$ cat config.mk
export PLATFORM = sky130hd
export DESIGN_NAME = cubic_bspline_basis_eval_unit
export DESIGN_NICKNAME = d
export VERILOG_FILES = /design/src/sv/cbsb_pkg.sv /design/src/sv/cbsb_seg_decode.sv /design/src/sv/cbsb_poly.sv /design/src/sv/cbsb_value.sv /design/src/sv/cbsb_slope.sv /design/src/sv/cubic_bspline_basis_eval_unit.sv
export SDC_FILE = /design/constraint.sdc
export NUM_CORES = 2
export LEC_CHECK = 0
export ABC_AREA = 1
export BUFFER_PORTS_ARGS = -buffer_cell sky130_fd_sc_hd__buf_2
export CAP_MARGIN = 10
export CORE_UTILIZATION = 48
export DETAILED_ROUTE_END_ITERATION = 6
export GPL_ROUTABILITY_DRIVEN = 0
export PLACE_DENSITY = 0.66
export SLEW_MARGIN = 20
export SYNTH_ARGS = -nofsm -noshare
export SYNTH_HDL_FRONTEND = slang
export SYNTH_SLANG_ARGS = --single-unit
$ cat constraint.sdc
create_clock -name clk -period 11.3 [get_ports clk]
set_clock_uncertainty 0.05 [all_clocks]
set_input_delay 2.26 -clock clk [delete_from_list [all_inputs] [get_ports clk]]
set_output_delay 2.26 -clock clk [all_outputs]
set_load 0.02 [all_outputs]
$ cat src/sv/cbsb_pkg.sv
package cbsb_pkg;

  localparam int FRAC_BITS = 16;

  // Port widths, fixed by the item fields.
  localparam int POS_W   = FRAC_BITS + 3;
  localparam int KIND_W  = 3;
  localparam int VAL_W   = FRAC_BITS + 1;
  localparam int SLOPE_W = FRAC_BITS + 3;

  // Datapath widths. Bounds assume |position| <= 2 inside a segment; outside
  // the support every coefficient is zero, so the products stay zero.
  localparam int COEF_W = 5;
  localparam int A_W    = FRAC_BITS + 5;
  localparam int B_W    = FRAC_BITS + 6;
  localparam int H_W    = 2 * FRAC_BITS + 7;
  localparam int G_W    = 2 * FRAC_BITS + 8;
  localparam int HQ_W   = FRAC_BITS + 7;
  localparam int V_W    = 2 * FRAC_BITS + 8;
  localparam int XV_W   = FRAC_BITS + 2;
  localparam int XS_W   = FRAC_BITS + 3;
  localparam int MAG_W  = FRAC_BITS + 2;

  // Division by three through a reciprocal; exact for x below 2^(K-1).
  localparam int KV = FRAC_BITS + 3;
  localparam int KS = FRAC_BITS + 4;
  localparam logic [KV-1:0] RECIP_V = KV'(((64'd1 << KV) + 64'd2) / 64'd3);
  localparam logic [KS-1:0] RECIP_S = KS'(((64'd1 << KS) + 64'd2) / 64'd3);

  // Saturation points expressed before the division by three.
  localparam logic [XV_W-1:0] XV_CAP = XV_W'(3) << FRAC_BITS;
  localparam logic [XS_W-1:0] XS_CAP = XS_W'(3) << (FRAC_BITS + 1);

  localparam logic [VAL_W-1:0]          VAL_ONE   = VAL_W'(1) << FRAC_BITS;
  localparam logic signed [SLOPE_W-1:0] SLOPE_LIM = SLOPE_W'(2) << FRAC_BITS;

  localparam int NUM_STAGES = 7;

  localparam logic [KIND_W-1:0] KIND_INTERIOR = 3'd1;
  localparam logic [KIND_W-1:0] KIND_ADJ_LO   = 3'd2;
  localparam logic [KIND_W-1:0] KIND_BOUNDARY = 3'd3;
  localparam logic [KIND_W-1:0] KIND_ADJ_HI   = 3'd4;

  typedef enum logic [3:0] {
    CUB_NONE    = 4'd0,
    CUB_OUTER_L = 4'd1,
    CUB_INNER_L = 4'd2,
    CUB_INNER_R = 4'd3,
    CUB_OUTER_R = 4'd4,
    CUB_EDGE_L  = 4'd5,
    CUB_EDGE_R  = 4'd6,
    CUB_NEAR_L  = 4'd7,
    CUB_NEAR_R  = 4'd8
  } cubic_id_t;

  // Cubic times six: (c3 x^3 + c2 x^2 + c1 x + c0) / 6.
  typedef struct packed {
    logic signed [COEF_W-1:0] c3;
    logic signed [COEF_W-1:0] c2;
    logic signed [COEF_W-1:0] c1;
    logic signed [COEF_W-1:0] c0;
  } cubic_t;

  function automatic logic signed [POS_W-1:0] knot(input int k);
    return POS_W'(k) <<< FRAC_BITS;
  endfunction

  function automatic cubic_t mk_cubic(input int a, input int b, input int c, input int d);
    cubic_t r;
    r.c3 = COEF_W'(a);
    r.c2 = COEF_W'(b);
    r.c1 = COEF_W'(c);
    r.c0 = COEF_W'(d);
    return r;
  endfunction

  function automatic cubic_t cubic_coef(input cubic_id_t id);
    cubic_t r;
    case (id)
      CUB_OUTER_L: r = mk_cubic( 1,  6,  12, 8);
      CUB_INNER_L: r = mk_cubic(-1,  0,   6, 6);
      CUB_INNER_R: r = mk_cubic( 1,  0,  -6, 6);
      CUB_OUTER_R: r = mk_cubic(-1,  6, -12, 8);
      CUB_EDGE_L:  r = mk_cubic(-2, -6,   0, 4);
      CUB_EDGE_R:  r = mk_cubic( 3, -6,   0, 4);
      CUB_NEAR_L:  r = mk_cubic(-3, -6,   0, 4);
      CUB_NEAR_R:  r = mk_cubic( 2, -6,   0, 4);
      default:     r = mk_cubic( 0,  0,   0, 0);
    endcase
    return r;
  endfunction

  // Segment 0 is [-2,-1], segment 3 is [1,2].
  function automatic cubic_id_t seg_cubic(input logic [KIND_W-1:0] kind,
                                          input logic [1:0] seg);
    cubic_id_t r;
    r = CUB_NONE;
    case (kind)
      KIND_INTERIOR: begin
        case (seg)
          2'd0:    r = CUB_OUTER_L;
          2'd1:    r = CUB_INNER_L;
          2'd2:    r = CUB_INNER_R;
          default: r = CUB_OUTER_R;
        endcase
      end
      KIND_ADJ_LO: begin
        case (seg)
          2'd0:    r = CUB_NONE;
          2'd1:    r = CUB_EDGE_L;
          2'd2:    r = CUB_EDGE_R;
          default: r = CUB_OUTER_R;
        endcase
      end
      KIND_BOUNDARY: begin
        case (seg)
          2'd0:    r = CUB_OUTER_L;
          2'd1:    r = CUB_NEAR_L;
          2'd2:    r = CUB_EDGE_R;
          default: r = CUB_OUTER_R;
        endcase
      end
      KIND_ADJ_HI: begin
        case (seg)
          2'd0:    r = CUB_OUTER_L;
          2'd1:    r = CUB_NEAR_L;
          2'd2:    r = CUB_NEAR_R;
          default: r = CUB_NONE;
        endcase
      end
      default: r = CUB_NONE;
    endcase
    return r;
  endfunction

endpackage

$ cat src/sv/cbsb_seg_decode.sv
module cbsb_seg_decode import cbsb_pkg::*; (
  input  logic                    clk,
  input  logic                    en,
  input  logic signed [POS_W-1:0] position,
  input  logic [KIND_W-1:0]       basis_kind,
  output logic signed [POS_W-1:0] pos_q,
  output cubic_t                  coef_q
);

  cubic_id_t id;

  // Scanning from the top down lets the lowest matching segment win at a knot.
  always_comb begin
    id = CUB_NONE;
    for (int k = 3; k >= 0; k--) begin
      if (seg_cubic(basis_kind, 2'(k)) != CUB_NONE &&
          position >= knot(k - 2) && position <= knot(k - 1)) begin
        id = seg_cubic(basis_kind, 2'(k));
      end
    end
  end

  always_ff @(posedge clk) begin
    if (en) begin
      pos_q  <= position;
      coef_q <= cubic_coef(id);
    end
  end

endmodule

$ cat src/sv/cbsb_poly.sv
module cbsb_poly import cbsb_pkg::*; (
  input  logic                     clk,
  input  logic [1:0]               en,
  input  logic signed [POS_W-1:0]  pos,
  input  cubic_t                   coef,
  output logic signed [POS_W-1:0]  pos_q,
  output logic signed [COEF_W-1:0] c0_q,
  output logic signed [H_W-1:0]    h_q,
  output logic signed [G_W-1:0]    g_q
);

  logic signed [POS_W+COEF_W-1:0] c3p;
  logic signed [A_W-1:0]          a_next;
  logic signed [B_W-1:0]          b_next;
  logic signed [A_W-1:0]          a;
  logic signed [B_W-1:0]          b;
  logic signed [POS_W-1:0]        pos2;
  logic signed [COEF_W-1:0]       c1_2;
  logic signed [COEF_W-1:0]       c0_2;
  logic signed [A_W+POS_W-1:0]    ap;
  logic signed [B_W+POS_W-1:0]    bp;

  assign c3p    = $signed(coef.c3) * pos;
  assign a_next = A_W'(c3p) + (A_W'($signed(coef.c2)) <<< FRAC_BITS);
  assign b_next = (B_W'(c3p) <<< 1) + B_W'(c3p) +
                  (B_W'($signed(coef.c2)) <<< (FRAC_BITS + 1));

  assign ap = a * pos2;
  assign bp = b * pos2;

  always_ff @(posedge clk) begin
    if (en[0]) begin
      a    <= a_next;
      b    <= b_next;
      pos2 <= pos;
      c1_2 <= $signed(coef.c1);
      c0_2 <= $signed(coef.c0);
    end
    if (en[1]) begin
      h_q   <= H_W'(ap) + (H_W'(c1_2) <<< (2 * FRAC_BITS));
      g_q   <= G_W'(bp) + (G_W'(c1_2) <<< (2 * FRAC_BITS));
      pos_q <= pos2;
      c0_q  <= c0_2;
    end
  end

endmodule

$ cat src/sv/cbsb_value.sv
module cbsb_value import cbsb_pkg::*; (
  input  logic                     clk,
  input  logic [3:0]               en,
  input  logic signed [H_W-1:0]    h,
  input  logic signed [POS_W-1:0]  pos,
  input  logic signed [COEF_W-1:0] c0,
  output logic [VAL_W-1:0]         shape_value_q
);

  logic [H_W-1:0]               h_mag;
  logic [H_W:0]                 h_sum;
  logic [H_W-FRAC_BITS:0]       hr_mag;
  logic signed [HQ_W-1:0]       hq_next;
  logic signed [HQ_W-1:0]       hq;
  logic signed [POS_W-1:0]      pos4;
  logic signed [COEF_W-1:0]     c0_4;
  logic signed [HQ_W+POS_W-1:0] vp;
  logic signed [V_W-1:0]        v;
  logic [V_W-1:0]               v_sum;
  logic [V_W-FRAC_BITS-2:0]     xv_full;
  logic [XV_W-1:0]              xv_next;
  logic [XV_W-1:0]              xv;
  logic [XV_W+KV-1:0]           vprod;

  // Round away FRAC_BITS fraction bits, to units of 2^-FRAC_BITS, ties away from zero.
  assign h_mag   = h[H_W-1] ? H_W'(-h) : H_W'(h);
  assign h_sum   = {1'b0, h_mag} + ((H_W + 1)'(1) << (FRAC_BITS - 1));
  assign hr_mag  = h_sum[H_W:FRAC_BITS];
  assign hq_next = h[H_W-1] ? -$signed(HQ_W'(hr_mag)) : $signed(HQ_W'(hr_mag));

  assign vp = hq * pos4;

  // A negative value saturates to zero, so only the positive branch is divided.
  assign v_sum   = V_W'(v) + (V_W'(3) << FRAC_BITS);
  assign xv_full = v_sum[V_W-1:FRAC_BITS+1];
  always_comb begin
    if (v[V_W-1]) begin
      xv_next = '0;
    end else if (xv_full >= (V_W - FRAC_BITS - 1)'(XV_CAP)) begin
      xv_next = XV_CAP;
    end else begin
      xv_next = XV_W'(xv_full);
    end
  end

  assign vprod = xv * RECIP_V;

  always_ff @(posedge clk) begin
    if (en[0]) begin
      hq   <= hq_next;
      pos4 <= pos;
      c0_4 <= c0;
    end
    if (en[1]) begin
      v <= V_W'(vp) + (V_W'(c0_4) <<< (2 * FRAC_BITS));
    end
    if (en[2]) begin
      xv <= xv_next;
    end
    if (en[3]) begin
      shape_value_q <= vprod[KV+VAL_W-1:KV];
    end
  end

endmodule

$ cat src/sv/cbsb_slope.sv
module cbsb_slope import cbsb_pkg::*; (
  input  logic                      clk,
  input  logic [3:0]                en,
  input  logic signed [G_W-1:0]     g,
  output logic signed [SLOPE_W-1:0] shape_slope_q
);

  logic [G_W-1:0]            g_mag;
  logic                      neg4;
  logic [G_W:0]              g_sum;
  logic [G_W-FRAC_BITS-1:0]  xs_full;
  logic [XS_W-1:0]           xs_next;
  logic [XS_W-1:0]           xs;
  logic                      neg5;
  logic [XS_W+KS-1:0]        sprod;
  logic [MAG_W-1:0]          qs;
  logic                      neg6;

  // The magnitude is rounded and saturated, then the sign is put back, which
  // gives rounding ties away from zero.
  assign g_sum   = {1'b0, g_mag} + ((G_W + 1)'(3) << FRAC_BITS);
  assign xs_full = g_sum[G_W:FRAC_BITS+1];
  assign xs_next = (xs_full >= (G_W - FRAC_BITS)'(XS_CAP)) ? XS_CAP : XS_W'(xs_full);
  assign sprod   = xs * RECIP_S;

  always_ff @(posedge clk) begin
    if (en[0]) begin
      g_mag <= g[G_W-1] ? G_W'(-g) : G_W'(g);
      neg4  <= g[G_W-1];
    end
    if (en[1]) begin
      xs   <= xs_next;
      neg5 <= neg4;
    end
    if (en[2]) begin
      qs   <= sprod[KS+MAG_W-1:KS];
      neg6 <= neg5;
    end
    if (en[3]) begin
      shape_slope_q <= neg6 ? -$signed(SLOPE_W'(qs)) : $signed(SLOPE_W'(qs));
    end
  end

endmodule

$ cat src/sv/cubic_bspline_basis_eval_unit.sv
// Throughput: one item per cycle; the seven-stage pipeline stalls only when it
// is full and result_ready is low. Reset (synchronous, active high) clears
// every stage valid bit; data registers are not reset. The block holds no
// other state.
module cubic_bspline_basis_eval_unit import cbsb_pkg::*; (
  input  logic                      clk,
  input  logic                      rst,
  input  logic                      valid,
  output logic                      ready,
  input  logic signed [POS_W-1:0]   position,
  input  logic [KIND_W-1:0]         basis_kind,
  output logic                      result_valid,
  input  logic                      result_ready,
  output logic [VAL_W-1:0]          shape_value,
  output logic signed [SLOPE_W-1:0] shape_slope
);

  // Stage map:
  //   1  segment decode and coefficient lookup
  //   2  inner Horner term for the value and the slope
  //   3  second Horner term (one multiplier each)
  //   4  value: round to units of 2^-FRAC_BITS; slope: split sign and magnitude
  //   5  value: last Horner multiply; slope: round, scale and saturate
  //   6  value: round, scale and saturate; slope: divide by three
  //   7  value: divide by three; slope: restore the sign
  // Each stage moves forward when it is empty or the stage after it moves, so
  // bubbles are squeezed out and a stall at the output loses no item.

  logic [NUM_STAGES-1:0]    stage_valid;
  logic [NUM_STAGES-1:0]    stage_en;

  logic signed [POS_W-1:0]  pos1;
  cubic_t                   coef1;
  logic signed [POS_W-1:0]  pos3;
  logic signed [COEF_W-1:0] c0_3;
  logic signed [H_W-1:0]    h3;
  logic signed [G_W-1:0]    g3;

  always_comb begin
    stage_en[NUM_STAGES-1] = !stage_valid[NUM_STAGES-1] || result_ready;
    for (int i = NUM_STAGES - 2; i >= 0; i--) begin
      stage_en[i] = !stage_valid[i] || stage_en[i+1];
    end
  end

  always_ff @(posedge clk) begin
    if (rst) begin
      stage_valid <= '0;
    end else begin
      if (stage_en[0]) begin
        stage_valid[0] <= valid;
      end
      for (int i = 1; i < NUM_STAGES; i++) begin
        if (stage_en[i]) begin
          stage_valid[i] <= stage_valid[i-1];
        end
      end
    end
  end

  assign ready        = stage_en[0];
  assign result_valid = stage_valid[NUM_STAGES-1];

  cbsb_seg_decode u_seg (
    .clk        (clk),
    .en         (stage_en[0]),
    .position   (position),
    .basis_kind (basis_kind),
    .pos_q      (pos1),
    .coef_q     (coef1)
  );

  cbsb_poly u_poly (
    .clk   (clk),
    .en    (stage_en[2:1]),
    .pos   (pos1),
    .coef  (coef1),
    .pos_q (pos3),
    .c0_q  (c0_3),
    .h_q   (h3),
    .g_q   (g3)
  );

  cbsb_value u_value (
    .clk           (clk),
    .en            (stage_en[6:3]),
    .h             (h3),
    .pos           (pos3),
    .c0            (c0_3),
    .shape_value_q (shape_value)
  );

  cbsb_slope u_slope (
    .clk           (clk),
    .en            (stage_en[6:3]),
    .g             (g3),
    .shape_slope_q (shape_slope)
  );

  // A delivered value never exceeds one.
  a_value_range: assert property (@(posedge clk) disable iff (rst)
    result_valid |-> shape_value <= VAL_ONE)
    else $error("shape_value above one");

  // A delivered slope stays within plus and minus two.
  a_slope_range: assert property (@(posedge clk) disable iff (rst)
    result_valid |-> (shape_slope <= SLOPE_LIM && shape_slope >= -SLOPE_LIM))
    else $error("shape_slope out of range");

  // The input is held off only when every stage holds an item.
  a_stall_full: assert property (@(posedge clk) disable iff (rst)
    !ready |-> &stage_valid)
    else $error("input stalled with a bubble in the pipeline");

  // An accepted item occupies the first stage on the next cycle.
  a_accept_enters: assert property (@(posedge clk) disable iff (rst)
    valid && ready |=> stage_valid[0])
    else $error("accepted item did not enter the pipeline");

endmodule

# After elaboration in Yosys (flattened, before gate mapping)
# Memory sizes are Yosys's and may differ from the RTL's. A register that Yosys moved wholly into a read port is not among the register bits.
# Index checks and enable logic that the tools add are counted.
[op_classes]
add_sub_neg = 13
n_eq_ne = 4
magnitude_cmp = 10
multipliers = 6
reduce_logical = 31
n_div = 0
n_mux = 13
n_bitwise = 0
n_shift = 0
[ops]
columns = ["cell", "count"]
rows = [
  ["40-bit by 37-bit adder with 40-bit output", 2],
  ["39-bit two-way mux", 2],
  ["22-bit adder", 2],
  ["40-bit by 18-bit adder with 41-bit output (second input constant)", 1],
  ["40-bit by 19-bit adder with 40-bit output (second input constant)", 1],
  ["22-bit by 19-bit multiplier with 40-bit output", 1],
  ["23-bit by 19-bit multiplier with 40-bit output", 1],
  ["40-bit negation", 1],
  ["39-bit by 16-bit adder with 39-bit output (second input constant)", 1],
  ["39-bit by 37-bit adder with 39-bit output", 1],
  ["21-bit by 19-bit multiplier with 39-bit output", 1],
  ["39-bit negation", 1],
  ["19-bit by 18-bit >= comparator with 1-bit output (second input constant)", 2],
  ["19-bit by 18-bit multiplier with 37-bit output (second input constant)", 1],
  ["18-bit by 18-bit multiplier with 36-bit output (second input constant)", 1],
  ["18-bit two-way mux", 2],
  ["24-bit by 19-bit >= comparator with 1-bit output (second input constant)", 1],
  ["23-bit by 18-bit >= comparator with 1-bit output (second input constant)", 1],
  ["23-bit two-way mux", 1],
  ["23-bit negation", 1],
  ["5-bit by 19-bit multiplier with 22-bit output", 1],
  ["21-bit adder", 1],
  ["19-bit by 1-bit >= comparator with 1-bit output (second input constant)", 1],
  ["19-bit by 17-bit >= comparator with 1-bit output (second input constant)", 1],
  ["other kinds (19)", 48],
]
[totals]
ram_bits = 0
wordCells = 114
inputBits = 26
regBits = 437
romBits = 256
output_inout_bits = 38
latch_bits = 0
n_memories = 1
[memory_table]
columns = ["name", "depth", "word_bits", "rd", "rd_ports_with_merged_regs", "write_ports", "line", "rtl"]
rows = [
  ["(name not given)", 16, 16, 1, 1, 0, "cbsb_pkg.sv:79", "case (id)"],
]

# Logic depth before layout (Yosys ltp)
[logic_depth]
word_depth = 10
depth_mapped = 33

# Cells and area by module
# From an unflattened synthesis, not the netlist that was laid out.
[hier_totals]
cells_unflattened = 9633
area_unflattened_um2 = 81906.1
[modules_own_cells]
columns = ["mod", "instances", "cells_per_inst", "area_per_inst_um2"]
rows = [
  ["cbsb_poly", 1, 4693, 40611.4],
  ["cbsb_value", 1, 3331, 27824.2],
  ["cbsb_slope", 1, 1418, 11573.6],
  ["cbsb_seg_decode", 1, 159, 1612.8],
  ["cubic_bspline_basis_eval_unit", 1, 32, 284.0],
]

# Worst setup path before layout
# Ideal clock, no wire load.
[synth_timing]
path_type = "input port to output port"
start = "input port result_ready"
end = "output port ready"
arrival_ns = 9.583
required_ns = 8.990
stages = 12
setup_slack_ns = -0.593
cell_sequence = "nor2_1 -> inv_1 -> nor2_1 -> inv_1 -> nor2_1 -> inv_1 -> nor2_1 -> inv_1 -> nor2_1 -> inv_1 -> nor2_1 -> nand2_1"
[synth_between]
elab_chain_cells = 7
[synth_lines]
columns = ["item", "line", "rtl"]
rows = [
  ["start, declared", "cubic_bspline_basis_eval_unit.sv:13", "input logic result_ready,"],
  ["1-bit logical OR", "cubic_bspline_basis_eval_unit.sv:40", "stage_en[NUM_STAGES-1] = !stage_valid[NUM_STAGES-1] || result_ready;"],
  ["via stage_en[6]", "cubic_bspline_basis_eval_unit.sv:30", "logic [NUM_STAGES-1:0] stage_en;"],
  ["1-bit logical OR", "cubic_bspline_basis_eval_unit.sv:42", "stage_en[i] = !stage_valid[i] || stage_en[i+1];"],
  ["via stage_en[5]", "cubic_bspline_basis_eval_unit.sv:30", ""],
  ["1-bit logical OR", "cubic_bspline_basis_eval_unit.sv:42", ""],
  ["via stage_en[4]", "cubic_bspline_basis_eval_unit.sv:30", ""],
  ["1-bit logical OR", "cubic_bspline_basis_eval_unit.sv:42", ""],
  ["via stage_en[3]", "cubic_bspline_basis_eval_unit.sv:30", ""],
  ["1-bit logical OR", "cubic_bspline_basis_eval_unit.sv:42", ""],
  ["via stage_en[2]", "cubic_bspline_basis_eval_unit.sv:30", ""],
  ["1-bit logical OR (2 in series)", "cubic_bspline_basis_eval_unit.sv:42", ""],
  ["end, declared", "cubic_bspline_basis_eval_unit.sv:9", "output logic ready,"],
]
# The timed path passes the listed nets, and every way through them passes these cells.

# Final worst setup path
# Ends and elaborated chain as after synthesis.

==> metrics.txt <==
status=finished, final reports clean; Crit path max-delay family=buffers and inverters; Slew @ Worst Pin=about 1.1 ns; most common cell after layout, fill and taps aside=inv_1; final antenna diode count=0; Clock Sink Count=around 390; cts repair resizes=0; library cells used by synthesis=63; Post-Syn Area=78600 um^2; post-synthesis mux area share=0%; All-Layer GR Usage=around a quarter; top_reg_cell synth=edfxtp_1; CP Class=primary input to output port; Crit path required time=8.99 ns; Worst Setup End Kind=output port; reg2reg setup slack=3.13 ns; main combinational cell family by area after synthesis=adder cells; root buf cell=clkbuf_16; Fin. Hold Viols=0; CP Buf/Inv Count=11; syn_nets=11194; min cycle time layout=8.57 ns; Synth async-reset ratio=0%; Vias/cell=between 5 and 6; number of CTS-inserted buffers=45; min-delay worst type=flip-flop to flip-flop; Critical-path top delay cell=clkinvlp_4; Max Buffers Root-to-Sink=3; CP dominant cell by count=nor2_1; synth-to-layout area growth=5.20%; largest incremental delay on the critical path=0.85 ns; sequential share of the synthesized area=around 15%; post-synthesis xor/xnor area fraction=roughly 3.6%; CTS tree=done; Synth Area in Compound Gates=under 10%; Syn Area/Cell=slightly below 9 um^2; Initial Utilization=48.3%; most frequent cells in the layout=inv_1, nand2_1, fa_1; initial drt markers=~4200; Die Y=407 um; TritonRoute pass-1 iters=6; Port Buffers=63; final WL=186 mm; Hold Slack=roughly 0.37 ns; # nets final=~11000; Worst EP arrival=~6.3 ns; Post-Synth Simple-Gate Area=13.1%; share of layout cells above drive strength 1=~3.7%; Final Instance Area=just over 80000 um^2; vias in the first global route=around 60000; fillers=about 15000; adder-cell share of the synthesized area=50.8%; number of synthesized flops with an enable pin=approximately 380; WL/cell=~17 um; Die Span X=between 400 and 500 um; Critical Path, Cell by Cell=buf_2 -> nor2_1 -> inv_1 -> buf_4 -> nor2_1 -> inv_1 -> buf_4 -> nor2_1 -> inv_2 -> buf_4 -> nor2_1 -> inv_2 -> nor2_1 -> clkinvlp_4 -> nor2_1 -> nand2_1 -> buf_4 -> buf_2; Highest Clock Rate=~120 MHz; Core Box Area=163000 um^2; critical path peak fanout=46; DRC Markers=0; initial antenna violation count=1; Setup TNS Final=0 ns; Clock transition at path regs=around 0.06 ns; Clock Latency Late Sink=0.66 ns; cells after synthesis=approximately 8900; IO Count=64; first-pass GRT wire length=between 300 and 400 mm; Yosys reg bits=roughly 390; RSZ-0062 raised after global routing=false; Die Footprint=~170000 um^2; post-route ant nets=0; post-route clock period utilization=between 70% and 80%; max-cap violations=0; fin util=approximately half; largest net degree at the start of global routing=72; GRT overflow=0; slew margin rel.=roughly 27%; Post-Place Cell Area=between 80000 and 90000 um^2; Critical Path Start Type=primary input; DR vias=55877; Final setup viols=0; Synth Warn #=0; Rows=between 100 and 150; CTS H-tree lvls=2; post-CTS setup buffers=0; DP HPWL=151 mm; Hold-fix buffers, CTS=0; max-slew violations=0
-- registers in the layout (all words and copies together), names as in the netlist, 17 cells and up --
name,count
u_poly.pos_q,19
u_value.v,24
u_value.pos4,19
u_poly.a,20
u_poly.h_q,38
u_slope.g_mag,24
u_poly.b,22
u_slope.qs,18
u_value.shape_value_q,17
u_slope.shape_slope_q,19
u_poly.g_q,40
u_value.xv,18
u_poly.pos2,19
u_value.hq,23
u_seg.pos_q,19
u_slope.xs,19
-- layer usage --
metal  routed length [um]  GRT usage [%]  vias to the layer above
li1                     -              -                    25786
met1                76100           30.0                    28157
met2                93200           41.2                     1614
met3                11100           2.86                      320
met4                 5990           7.49                        0
met5                    0              0                        -
-- synth_stat cells (23+ instances only) --
cell | count | area share (%)
nand2_2 | 23 | 0.18
nor2_1 | 366 | 1.7
nand3_1 | 122 | 0.78
or2_2 | 24 | 0.19
a31oi_1 | 23 | 0.18
ha_1 | 733 | 12
xor2_1 | 197 | 2.2
edfxtp_1 | 384 | 15
o21ai_0 | 139 | 0.89
nor3_1 | 40 | 0.25
nor4_1 | 31 | 0.25
buf_1 | 45 | 0.22
inv_1 | 2645 | 13
clkbuf_1 | 227 | 1.1
a21oi_1 | 241 | 1.5
nand4_1 | 47 | 0.37
nand2_1 | 1760 | 8.4
xnor2_1 | 117 | 1.3
fa_1 | 1536 | 39
-- worst reg2reg max path, delay by kind of cell (launching register included) --
kind	cells	cell delay [ns]
adder cells (fa/ha/maj)	6	2.60
AO/OA/AOI/OAI	9	1.64
AND/OR/NAND/NOR	5	1.17
XOR/XNOR	4	0.87
flip-flops	1	0.84
buffers and inverters	5	0.79
-- cell type report --
cell class	count	area, um^2	area share, %
Inverter	2650	9960	12.0
Tap cell	2175	2720	3.29
Sequential cell	391	11700	14.1
Clock inverter	33	415	0.503
Clock buffer	51	1180	1.43
Timing Repair Buffer	137	871	1.05
Multi-Input combinational cell	5577	55800	67.6
-- kinds of logic after synthesis --
family,after synthesis
DFF,391
buffers and inverters,2931
and+or+nand+nor,2486
AOI/OAI and AO/OA,506
adders and majority gates,2269
xor gates and xnor gates,316
-- worst paths after layout --
kind | start | endpoint | cells past startpoint
setup / recovery | result_ready | ready | 18
hold / removal | u_seg.coef_q[2]$_DFFE_PP_ | u_poly.c0_2[2]$_DFFE_PP_ | 0
setup reg to reg | u_seg.coef_q[18]$_SDFFCE_PP0P_ | u_poly.b[21]$_DFFE_PP_ | 29
hold reg to reg | u_seg.coef_q[2]$_DFFE_PP_ | u_poly.c0_2[2]$_DFFE_PP_ | 0
-- through the flow --
step / worst slack (ns) / std cells
floorplan: 0.245 / 8899
global placement: 2.55 / 10930
detailed placement: 2.64 / 10930
CTS: 2.62 / 11014
global route: 2.27 / 11014
finish: 2.73 / 11014
Power is not shown: default switching activity piles up to over one toggle a cycle in this logic, so the estimate is an artifact.
